<file path="config.mk">
export PLATFORM = sky130hd
export DESIGN_NAME = quadrature_decoder_accel_core
export DESIGN_NICKNAME = d
export VERILOG_FILES = /design/src/sv/qdec_acc_pkg.sv /design/src/sv/qdec_acc_cfg.sv /design/src/sv/qdec_acc_update.sv /design/src/sv/quadrature_decoder_accel_core.sv
export VERILOG_INCLUDE_DIRS = /design/src /design/src/sv
export SDC_FILE = /design/constraint.sdc
export NUM_CORES = 1
export LEC_CHECK = 0
export BUFFER_PORTS_ARGS = -buffer_cell sky130_fd_sc_hd__buf_2
export CORE_MARGIN = 2
export CORE_UTILIZATION = 55
export CTS_BUF_LIST = sky130_fd_sc_hd__clkbuf_16
export DETAILED_ROUTE_END_ITERATION = 12
export PLACE_DENSITY = 0.83
export SKIP_CTS_REPAIR_TIMING = 1
export SYNTH_ARGS = -nofsm -noshare
export SYNTH_HDL_FRONTEND = slang
export SYNTH_HIERARCHICAL = 1
export SYNTH_SLANG_ARGS = --single-unit
</file>
<file path="constraint.sdc">
create_clock -name clk -period 6.55 [get_ports clk]
set_input_delay 0.3275 -clock clk [delete_from_list [all_inputs] [get_ports clk]]
set_output_delay 0.3275 -clock clk [all_outputs]
set_load 0.01 [all_outputs]
</file>
<file path="src/sv/quadrature_decoder_accel_core_defines.svh">
// Assertion macros for the quadrature decoder core.
// Included by the top level; no other dependencies.
`ifndef QUADRATURE_DECODER_ACCEL_CORE_DEFINES_SVH
`define QUADRATURE_DECODER_ACCEL_CORE_DEFINES_SVH

`ifndef SYNTHESIS
// condition checked at every clock edge outside reset
`define QDA_ASSERT(lbl, cond, msg) \
    lbl: assert property (@(posedge clk) disable iff (!rst_n) (cond)) else $error(msg);
// antecedent in one cycle implies consequent in the next
`define QDA_ASSERT_NEXT(lbl, ante, cons, msg) \
    lbl: assert property (@(posedge clk) disable iff (!rst_n) (ante) |=> (cons)) \
        else $error(msg);
`else
`define QDA_ASSERT(lbl, cond, msg)
`define QDA_ASSERT_NEXT(lbl, ante, cons, msg)
`endif

`endif

</file>
<file path="src/sv/qdec_acc_pkg.sv">
// Shared types and constants for the quadrature decoder core.
// No dependencies.
`timescale 1ns / 1ps
`default_nettype none

package qdec_acc_pkg;

    localparam int FACTOR_W = 7;
    localparam int WINDOW_W = 16;
    localparam int TIME_W   = 32;
    localparam int POS_W    = 32;
    localparam int MOVED_W  = 8;
    localparam int DELTA_W  = 16;

    // configuration register indexes
    localparam logic [1:0] REG_ACCEL_FACTOR = 2'd0;
    localparam logic [1:0] REG_FAST_WINDOW  = 2'd1;
    localparam logic [1:0] REG_SLOW_WINDOW  = 2'd2;

    // reset values of the configuration registers
    localparam logic [FACTOR_W-1:0] FACTOR_RST      = 7'd1;
    localparam logic [WINDOW_W-1:0] FAST_WINDOW_RST = 16'd40;
    localparam logic [WINDOW_W-1:0] SLOW_WINDOW_RST = 16'd80;

    // encoder pair codes, B in bit 1 and A in bit 0
    localparam logic [1:0] AB_BOTH_LOW  = 2'b00;
    localparam logic [1:0] AB_B_ONLY    = 2'b10;
    localparam logic [1:0] AB_A_ONLY    = 2'b01;
    localparam logic [1:0] AB_IDLE_HIGH = 2'b11;

    // item kinds
    localparam logic MODE_SAMPLE = 1'b0;
    localparam logic MODE_TAKE   = 1'b1;

    typedef struct packed {
        logic [FACTOR_W-1:0] accel_factor;
        logic [WINDOW_W-1:0] fast_window_ms;
        logic [WINDOW_W-1:0] slow_window_ms;
    } cfg_t;

    typedef struct packed {
        logic              mode;
        logic              enc_a;
        logic              enc_b;
        logic [TIME_W-1:0] now_ms;
    } item_t;

    typedef struct packed {
        logic signed [DELTA_W-1:0] delta;
        logic signed [MOVED_W-1:0] moved_by;
        logic signed [POS_W-1:0]   position;
    } result_t;

endpackage

`default_nettype wire

</file>
<file path="src/sv/qdec_acc_cfg.sv">
// Configuration register file for the quadrature decoder core.
// Depends on qdec_acc_pkg.
`timescale 1ns / 1ps
`default_nettype none

module qdec_acc_cfg (
    input  wire logic                clk,
    input  wire logic                rst_n,
    input  wire logic                cfg_we,
    input  wire logic [1:0]          cfg_index,
    input  wire logic [15:0]         cfg_wdata,
    output qdec_acc_pkg::cfg_t       cfg
);
    import qdec_acc_pkg::*;

    cfg_t cfg_reg;
    cfg_t cfg_next;

    // decode the write into the addressed register
    always_comb
    begin
        cfg_next = cfg_reg;
        if (cfg_we)
        begin
            case (cfg_index)
                REG_ACCEL_FACTOR: cfg_next.accel_factor   = cfg_wdata[FACTOR_W-1:0];
                REG_FAST_WINDOW:  cfg_next.fast_window_ms = cfg_wdata[WINDOW_W-1:0];
                REG_SLOW_WINDOW:  cfg_next.slow_window_ms = cfg_wdata[WINDOW_W-1:0];
                default:          cfg_next = cfg_reg;
            endcase
        end
    end

    always_ff @(posedge clk or negedge rst_n)
    begin
        if (!rst_n)
        begin
            cfg_reg.accel_factor   <= FACTOR_RST;
            cfg_reg.fast_window_ms <= FAST_WINDOW_RST;
            cfg_reg.slow_window_ms <= SLOW_WINDOW_RST;
        end
        else
        begin
            cfg_reg <= cfg_next;
        end
    end

    assign cfg = cfg_reg;

endmodule

`default_nettype wire

</file>
<file path="src/sv/qdec_acc_update.sv">
// Decoder state and combinational next-state update: step detection, acceleration,
// position accumulation and saturated delta. Depends on qdec_acc_pkg.
`timescale 1ns / 1ps
`default_nettype none

module qdec_acc_update (
    input  wire logic                 clk,
    input  wire logic                 rst_n,
    input  wire qdec_acc_pkg::cfg_t   cfg,
    input  wire logic                 advance,
    input  wire qdec_acc_pkg::item_t  item,
    output qdec_acc_pkg::result_t     result
);
    import qdec_acc_pkg::*;

    logic [1:0]        last_ab_reg,   last_ab_next;
    logic [TIME_W-1:0] step_time_reg, step_time_next;
    logic [POS_W-1:0]  accum_reg,     accum_next;
    logic [POS_W-1:0]  reported_reg,  reported_next;

    logic [1:0]          cur_ab;
    logic                step_up;
    logic                step_dn;
    logic [FACTOR_W-1:0] full_scale;
    logic [FACTOR_W-1:0] half_scale;
    logic [FACTOR_W-1:0] scale;
    logic [TIME_W-1:0]   gap;
    logic                in_slow;
    logic                in_fast;
    logic [MOVED_W-1:0]  moved;
    logic [POS_W-1:0]    diff;
    logic [DELTA_W-1:0]  delta_sat;

    // step detection: only a move out of both-low counts
    assign cur_ab  = {item.enc_b, item.enc_a};
    assign step_up = (last_ab_reg == AB_BOTH_LOW) && (cur_ab == AB_B_ONLY);
    assign step_dn = (last_ab_reg == AB_BOTH_LOW) && (cur_ab == AB_A_ONLY);

    // acceleration factor from the interval since the last counted step
    assign full_scale = (cfg.accel_factor == '0) ? FACTOR_W'(1) : cfg.accel_factor;
    assign half_scale = (full_scale[FACTOR_W-1:1] == '0) ? FACTOR_W'(1)
                                                         : (full_scale >> 1);
    assign gap     = item.now_ms - step_time_reg;
    assign in_slow = gap < {{(TIME_W-WINDOW_W){1'b0}}, cfg.slow_window_ms};
    assign in_fast = gap < {{(TIME_W-WINDOW_W){1'b0}}, cfg.fast_window_ms};

    always_comb
    begin
        scale = FACTOR_W'(1);
        if (in_slow)
        begin
            scale = in_fast ? full_scale : half_scale;
        end
    end

    always_comb
    begin
        moved = '0;
        if (step_up)
        begin
            moved = {1'b0, scale};
        end
        else if (step_dn)
        begin
            moved = '0 - {1'b0, scale};
        end
    end

    // saturate the 32-bit signed difference to 16 bits
    assign diff = accum_reg - reported_reg;

    always_comb
    begin
        if (!diff[POS_W-1] && (diff[POS_W-2:DELTA_W-1] != '0))
        begin
            delta_sat = {1'b0, {(DELTA_W-1){1'b1}}};
        end
        else if (diff[POS_W-1] && (diff[POS_W-2:DELTA_W-1] != '1))
        begin
            delta_sat = {1'b1, {(DELTA_W-1){1'b0}}};
        end
        else
        begin
            delta_sat = diff[DELTA_W-1:0];
        end
    end

    // next state and result of this transaction
    always_comb
    begin
        last_ab_next   = last_ab_reg;
        step_time_next = step_time_reg;
        accum_next     = accum_reg;
        reported_next  = reported_reg;
        result.position = accum_reg;
        result.moved_by = '0;
        result.delta    = '0;
        if (item.mode == MODE_SAMPLE)
        begin
            last_ab_next = cur_ab;
            if (step_up || step_dn)
            begin
                accum_next     = accum_reg + {{(POS_W-MOVED_W){moved[MOVED_W-1]}}, moved};
                step_time_next = item.now_ms;
            end
            result.position = accum_next;
            result.moved_by = moved;
        end
        else
        begin
            reported_next = accum_reg;
            result.delta  = delta_sat;
        end
    end

    always_ff @(posedge clk or negedge rst_n)
    begin
        if (!rst_n)
        begin
            last_ab_reg   <= AB_IDLE_HIGH;
            step_time_reg <= '0;
            accum_reg     <= '0;
            reported_reg  <= '0;
        end
        else if (advance)
        begin
            last_ab_reg   <= last_ab_next;
            step_time_reg <= step_time_next;
            accum_reg     <= accum_next;
            reported_reg  <= reported_next;
        end
    end

endmodule

`default_nettype wire

</file>
<file path="src/sv/quadrature_decoder_accel_core.sv">
// Quadrature decoder with step acceleration.
//
// Input stream: one transaction per item. tuser is the kind (0 encoder sample,
// 1 take delta since the last take); tdata carries the A/B levels and a
// millisecond timestamp. Output stream: one transaction per input item with
// the position after the item, the scaled step it applied and, for a take,
// the change since the previous take saturated to 16 bits.
// Configuration: cfg_we writes cfg_wdata to register cfg_index (0 factor,
// 1 fast window, 2 slow window) at the clock edge; write only while idle.
// Pipeline: a result passes through the input register, then the result register.
// Throughput: one item per cycle while the output accepts results; the state
// update is combinational logic between those two registers.
// Reset: asynchronous, clears position, mark and timestamp, sets the pair to
// both high and loads the register defaults (factor 1, windows 40 and 80 ms).
// Stall: while the result waits, one more item is held in the input register;
// tready then drops until the output transaction completes.
// Depends on qdec_acc_pkg, qdec_acc_cfg, qdec_acc_update and the defines header.
`timescale 1ns / 1ps
`default_nettype none

`include "quadrature_decoder_accel_core_defines.svh"

module quadrature_decoder_accel_core (
    input  wire logic        clk,
    input  wire logic        rst_n,
    // input stream
    input  wire logic        s_axis_tvalid,
    output logic             s_axis_tready,
    input  wire logic [39:0] s_axis_tdata,   // enc_a, enc_b, now_ms[31:0], zero pad
    input  wire logic        s_axis_tuser,   // mode
    // output stream
    output logic             m_axis_tvalid,
    input  wire logic        m_axis_tready,
    output logic [55:0]      m_axis_tdata,   // position[31:0], moved_by[7:0], delta[15:0]
    // configuration write port
    input  wire logic        cfg_we,
    input  wire logic [1:0]  cfg_index,
    input  wire logic [15:0] cfg_wdata
);
    import qdec_acc_pkg::*;

    cfg_t    cfg;
    item_t   item_reg;
    logic    in_valid_reg;
    result_t result_next;
    result_t result_reg;
    logic    out_valid_reg;
    logic    advance;
    logic    in_accept;

    // handshake: input register moves into the result register when free
    assign advance       = in_valid_reg && (!out_valid_reg || m_axis_tready);
    assign s_axis_tready = !in_valid_reg || advance;
    assign in_accept     = s_axis_tvalid && s_axis_tready;

    qdec_acc_cfg u_cfg (
        .clk       (clk),
        .rst_n     (rst_n),
        .cfg_we    (cfg_we),
        .cfg_index (cfg_index),
        .cfg_wdata (cfg_wdata),
        .cfg       (cfg)
    );

    qdec_acc_update u_update (
        .clk     (clk),
        .rst_n   (rst_n),
        .cfg     (cfg),
        .advance (advance),
        .item    (item_reg),
        .result  (result_next)
    );

    // valid flags of both stages
    always_ff @(posedge clk or negedge rst_n)
    begin
        if (!rst_n)
        begin
            in_valid_reg  <= 1'b0;
            out_valid_reg <= 1'b0;
        end
        else
        begin
            if (in_accept)
            begin
                in_valid_reg <= 1'b1;
            end
            else if (advance)
            begin
                in_valid_reg <= 1'b0;
            end
            if (advance)
            begin
                out_valid_reg <= 1'b1;
            end
            else if (m_axis_tready)
            begin
                out_valid_reg <= 1'b0;
            end
        end
    end

    // payload registers
    always_ff @(posedge clk)
    begin
        if (in_accept)
        begin
            item_reg.mode   <= s_axis_tuser;
            item_reg.enc_a  <= s_axis_tdata[0];
            item_reg.enc_b  <= s_axis_tdata[1];
            item_reg.now_ms <= s_axis_tdata[33:2];
        end
        if (advance)
        begin
            result_reg <= result_next;
        end
    end

    assign m_axis_tvalid = out_valid_reg;
    assign m_axis_tdata  = {result_reg.delta, result_reg.moved_by, result_reg.position};

    // a result carries a step or a delta, never both
    `QDA_ASSERT(a_step_or_delta, !out_valid_reg || (result_reg.moved_by == '0) || (result_reg.delta == '0), "result has both step and delta")
    // scaled step never reaches -128
    `QDA_ASSERT(a_moved_range, !out_valid_reg || (result_reg.moved_by != 8'sh80), "step out of range")
    // a held item is not dropped while the output stalls
    `QDA_ASSERT_NEXT(a_hold_item, in_valid_reg && out_valid_reg && !m_axis_tready, in_valid_reg && out_valid_reg, "item lost during stall")

endmodule

`default_nettype wire

</file>
==> flow_summary.ini <==
[synthesis]
synth_cells = 1490
postSynthNetCount = 1681
seq_area_frac_synth_pct = 41.9
yosys_register_bits = 230
synth_edf_count = 91
ys.flop_type = sky130_fd_sc_hd__dfrtp_1
avgSynthCellArea_um2 = 9.96
synthArstFlopShare_pct = 60.4
post_synth_instance_area_um2 = 14800
yosysWarningCount = 6
yosysUniqueCellTypes = 78

[floorplan]
num_io_pins = 122
die_height_um = 168
fp.coreArea_um2 = 26700
dieArea_um2 = 28300
floorplan.die.width_um = 168
row_count = 60
initial_utilization_pct = 55.5

[global_routing]
grt_remaining_overflow = 0
first_pass_grt_wire_length_um = 56700
largest_net_degree_at_the_start_of_global_routing = 91
grt_antenna_before_repair = 0
gr-usage-all-layers_pct = 24.4
first_global_vias = 11800

[power_and_ir_drop]
comb_power_share_pct = 59.7
static-leakage-power_uw = 0.00856
internal_dissipation_uw = 5580
power.switching_uw = 4030
power_frac_clock_pct = 16.4
p_sw_share_pct = 42.0
power-per-cell-area_nw_per_um2 = 518
total_power_uw = 9610
peakVddDrop_v = 0.000411
pwr-share-seq_pct = 23.9

[worst_hold_path]
worst_min_delay_path_class = in2reg

[sta]
grt_setup_unrepaired = true
slew_headroom_pct = 23.3
timing_hold_violations_final = 0
final.min_clock_period_ns = 7.24
clock.fmax_mhz = 138
fin_worst_skew_ns = 0.0104
worst_pin_slew_ns = 1.15
final_setup_violation_count = 33
min_period_over_period_pct = 110
drv_slew = 0
final_critical_path_setup_slack_ns = -0.686

[run]
maxCapViolations = 0

[routing]
finalWirelength_um = 38000
avg_wl_per_cell_um = 18.0
drc = 0
detailroute.via_count = 12500
drc_violation_total_after_the_first_tritonroute_iteration = 1031
avgViaCountPerCell = 5.89
drt_first_pass_iters = 6
drtAntennaViolNets = 0

[layout]
diodes = 0
max_ffs_per_register = 56
final.fill_count = 1889
top_library_cells_by_usage_in_the_layout_fill_and_taps_aside = sky130_fd_sc_hd__nand2_1 (142), sky130_fd_sc_hd__dfrtp_1 (132), sky130_fd_sc_hd__inv_1 (128)
final_net_count = 1946
final_area_um2 = 18500
drive_above_1_share_pct = 28.6
layout.cells.most_common = sky130_fd_sc_hd__nand2_1
area_growth_syn_to_layout_pct = 24.9

[critical_path]
cp_slowest_cell = sky130_fd_sc_hd__a211oi_1
worstSetupStartpointType = flop
path_class = reg2reg
cp_data_arrival_time_ns = 7.50
setup.worst_path.end_class = flop
worstPathMaxFanout = 6
required_ns = 6.81
max_stage_delay_ns = 0.39

[cts]
cts_buffers = 26
clock-root-buffer = sky130_fd_sc_hd__clkbuf_16
ctsLongestPathBuffers = 3
tritoncts = built
cts_sinks = 230
ctsHtreeMaxLevel = 1
worst_skew_pair.late_latency_ns = 0.53
clk_pin_slew_ns = 0.06

[run_status]
violated_checks = setup timing
status = complete, but fails checks

[placement]
io_buffers = 115
place_hpwl_um = 25900
finalWeightedCongestion = 0.951
dpl-instance-area_um2 = 16600
==> final cells by class <==
class / instances / area (um2) / share of cell area [%]
Clock buffer: 30 / 751 / 4.05
Multi-Input combinational cell: 1094 / 8560 / 46.2
Sequential cell: 230 / 6220 / 33.5
Inverter: 126 / 473 / 2.55
Clock inverter: 18 / 204 / 1.10
Tap cell: 341 / 427 / 2.30
Timing Repair Buffer: 277 / 1910 / 10.3
==> stage by stage <==
step                utilization [%]  TNS, ns  hold WS [ns]  setup slack, ns  cells
CTS                            65.6    -7.17        -0.110           -0.595   2062
global route                   69.4   -23.87       0.00404            -1.05   2116
floorplan                         -  -0.0561        0.0319          -0.0561   1490
global placement               62.1    -1.91         0.431           -0.349   2014
detailed placement             62.1    -5.91         0.452           -0.560   2014
finish                         69.4    -9.96       0.00407           -0.686   2116
==> per-layer routing <==
metal | share of wire (%) | track usage [%] | vias up
met5 | 0 | 0 | -
met4 | 3.6 | 8.32 | 0
met3 | 4.6 | 2.59 | 100
met2 | 51 | 44.1 | 434
met1 | 40 | 30.4 | 6011
li1 | - | - | 5928
==> Yosys cell counts, types with 4 or more instances <==
master	instances	share of area, %
sky130_fd_sc_hd__a211o_1	8	0.47
sky130_fd_sc_hd__a211oi_1	11	0.56
sky130_fd_sc_hd__a21boi_0	4	0.20
sky130_fd_sc_hd__a21o_1	46	2.3
sky130_fd_sc_hd__a21oi_1	102	3.4
sky130_fd_sc_hd__a31oi_1	13	0.55
sky130_fd_sc_hd__and2_1	7	0.29
sky130_fd_sc_hd__and3_1	7	0.29
sky130_fd_sc_hd__and4_1	5	0.29
sky130_fd_sc_hd__buf_2	6	0.20
sky130_fd_sc_hd__clkbuf_1	31	0.78
sky130_fd_sc_hd__dfrtp_1	132	22
sky130_fd_sc_hd__dfstp_2	7	1.2
sky130_fd_sc_hd__edfxtp_1	91	18
sky130_fd_sc_hd__ha_1	124	10
sky130_fd_sc_hd__inv_1	126	3.2
sky130_fd_sc_hd__mux2_2	107	8.1
sky130_fd_sc_hd__mux2i_1	14	0.94
sky130_fd_sc_hd__nand2_1	147	3.7
sky130_fd_sc_hd__nand2b_1	18	0.76
sky130_fd_sc_hd__nand3_1	25	0.84
sky130_fd_sc_hd__nand3b_1	5	0.25
sky130_fd_sc_hd__nand4_1	11	0.46
sky130_fd_sc_hd__nor2_1	66	1.7
sky130_fd_sc_hd__nor2b_1	10	0.42
sky130_fd_sc_hd__nor3_1	18	0.61
sky130_fd_sc_hd__nor4_1	10	0.42
sky130_fd_sc_hd__o211ai_1	8	0.40
sky130_fd_sc_hd__o21a_1	18	0.91
sky130_fd_sc_hd__o21ai_0	129	4.3
sky130_fd_sc_hd__o21ai_1	7	0.24
sky130_fd_sc_hd__o21bai_1	12	0.61
sky130_fd_sc_hd__o22ai_1	5	0.21
sky130_fd_sc_hd__o31a_1	6	0.35
sky130_fd_sc_hd__o31ai_1	8	0.40
sky130_fd_sc_hd__or2_2	4	0.17
sky130_fd_sc_hd__or3_1	9	0.38
sky130_fd_sc_hd__xnor2_1	48	2.8
sky130_fd_sc_hd__xor2_1	25	1.5
==> worst max-delay path: cells and delay by family (launching register included) <==
kind / cells / cell delay [ns]
muxes: 1 / 0.25
buffers and inverters: 6 / 0.65
adders and majority gates: 3 / 0.81
DFF: 1 / 0.34
AOI/OAI and AO/OA: 20 / 4.24
xor gates and xnor gates: 1 / 0.13
and+or+nand+nor: 5 / 0.53
==> cell families (layout without fill, tap and decap cells) <==
group	Yosys count	after routing	share of synthesized area (%)
AOI/OAI and AO/OA	416	416	17.7
DFF	230	230	41.9
and+or+nand+nor	357	357	11.8
xor gates and xnor gates	73	73	4.31
adders and majority gates	127	127	10.9
muxes	121	121	9.06
buffers and inverters	166	451	4.36
==> path summary, 6_finish.rpt <==
kind,start,endpoint,slack (ns),cells after the start
max,u_update/step_time_reg[1]$_DFFE_PN0P_,m_axis_tdata[17]$_DFFE_PP_,-0.69,36
max in group asynchronous,rst_n,u_update/accum_reg[12]$_DFFE_PN0P_,5.02,3
min in group asynchronous,rst_n,u_update/step_time_reg[22]$_DFFE_PN0P_,0.39,2
min,s_axis_tvalid,in_valid_reg$_DFFE_PN0P_,0.004,2
max reg2reg,u_update/step_time_reg[1]$_DFFE_PN0P_,m_axis_tdata[17]$_DFFE_PP_,-0.69,36
min reg2reg,u_update/step_time_reg[0]$_DFFE_PN0P_,u_update/step_time_reg[0]$_DFFE_PN0P_,0.50,2
==> power groups by stage <==
| stage | clock (uW) | sequential (uW) | combinational, uW |
|---|---|---|---|
| final | 1570 | 2300 | 5740 |
| after global routing | 1650 | 2350 | 6260 |
| after CTS | 1600 | 2280 | 5290 |
| after detailed placement | 0 | 2310 | 5240 |
| after global placement | 0 | 2280 | 5100 |
| after floorplan | 0 | 2280 | 3730 |
Power figures use the tool's default switching activity.
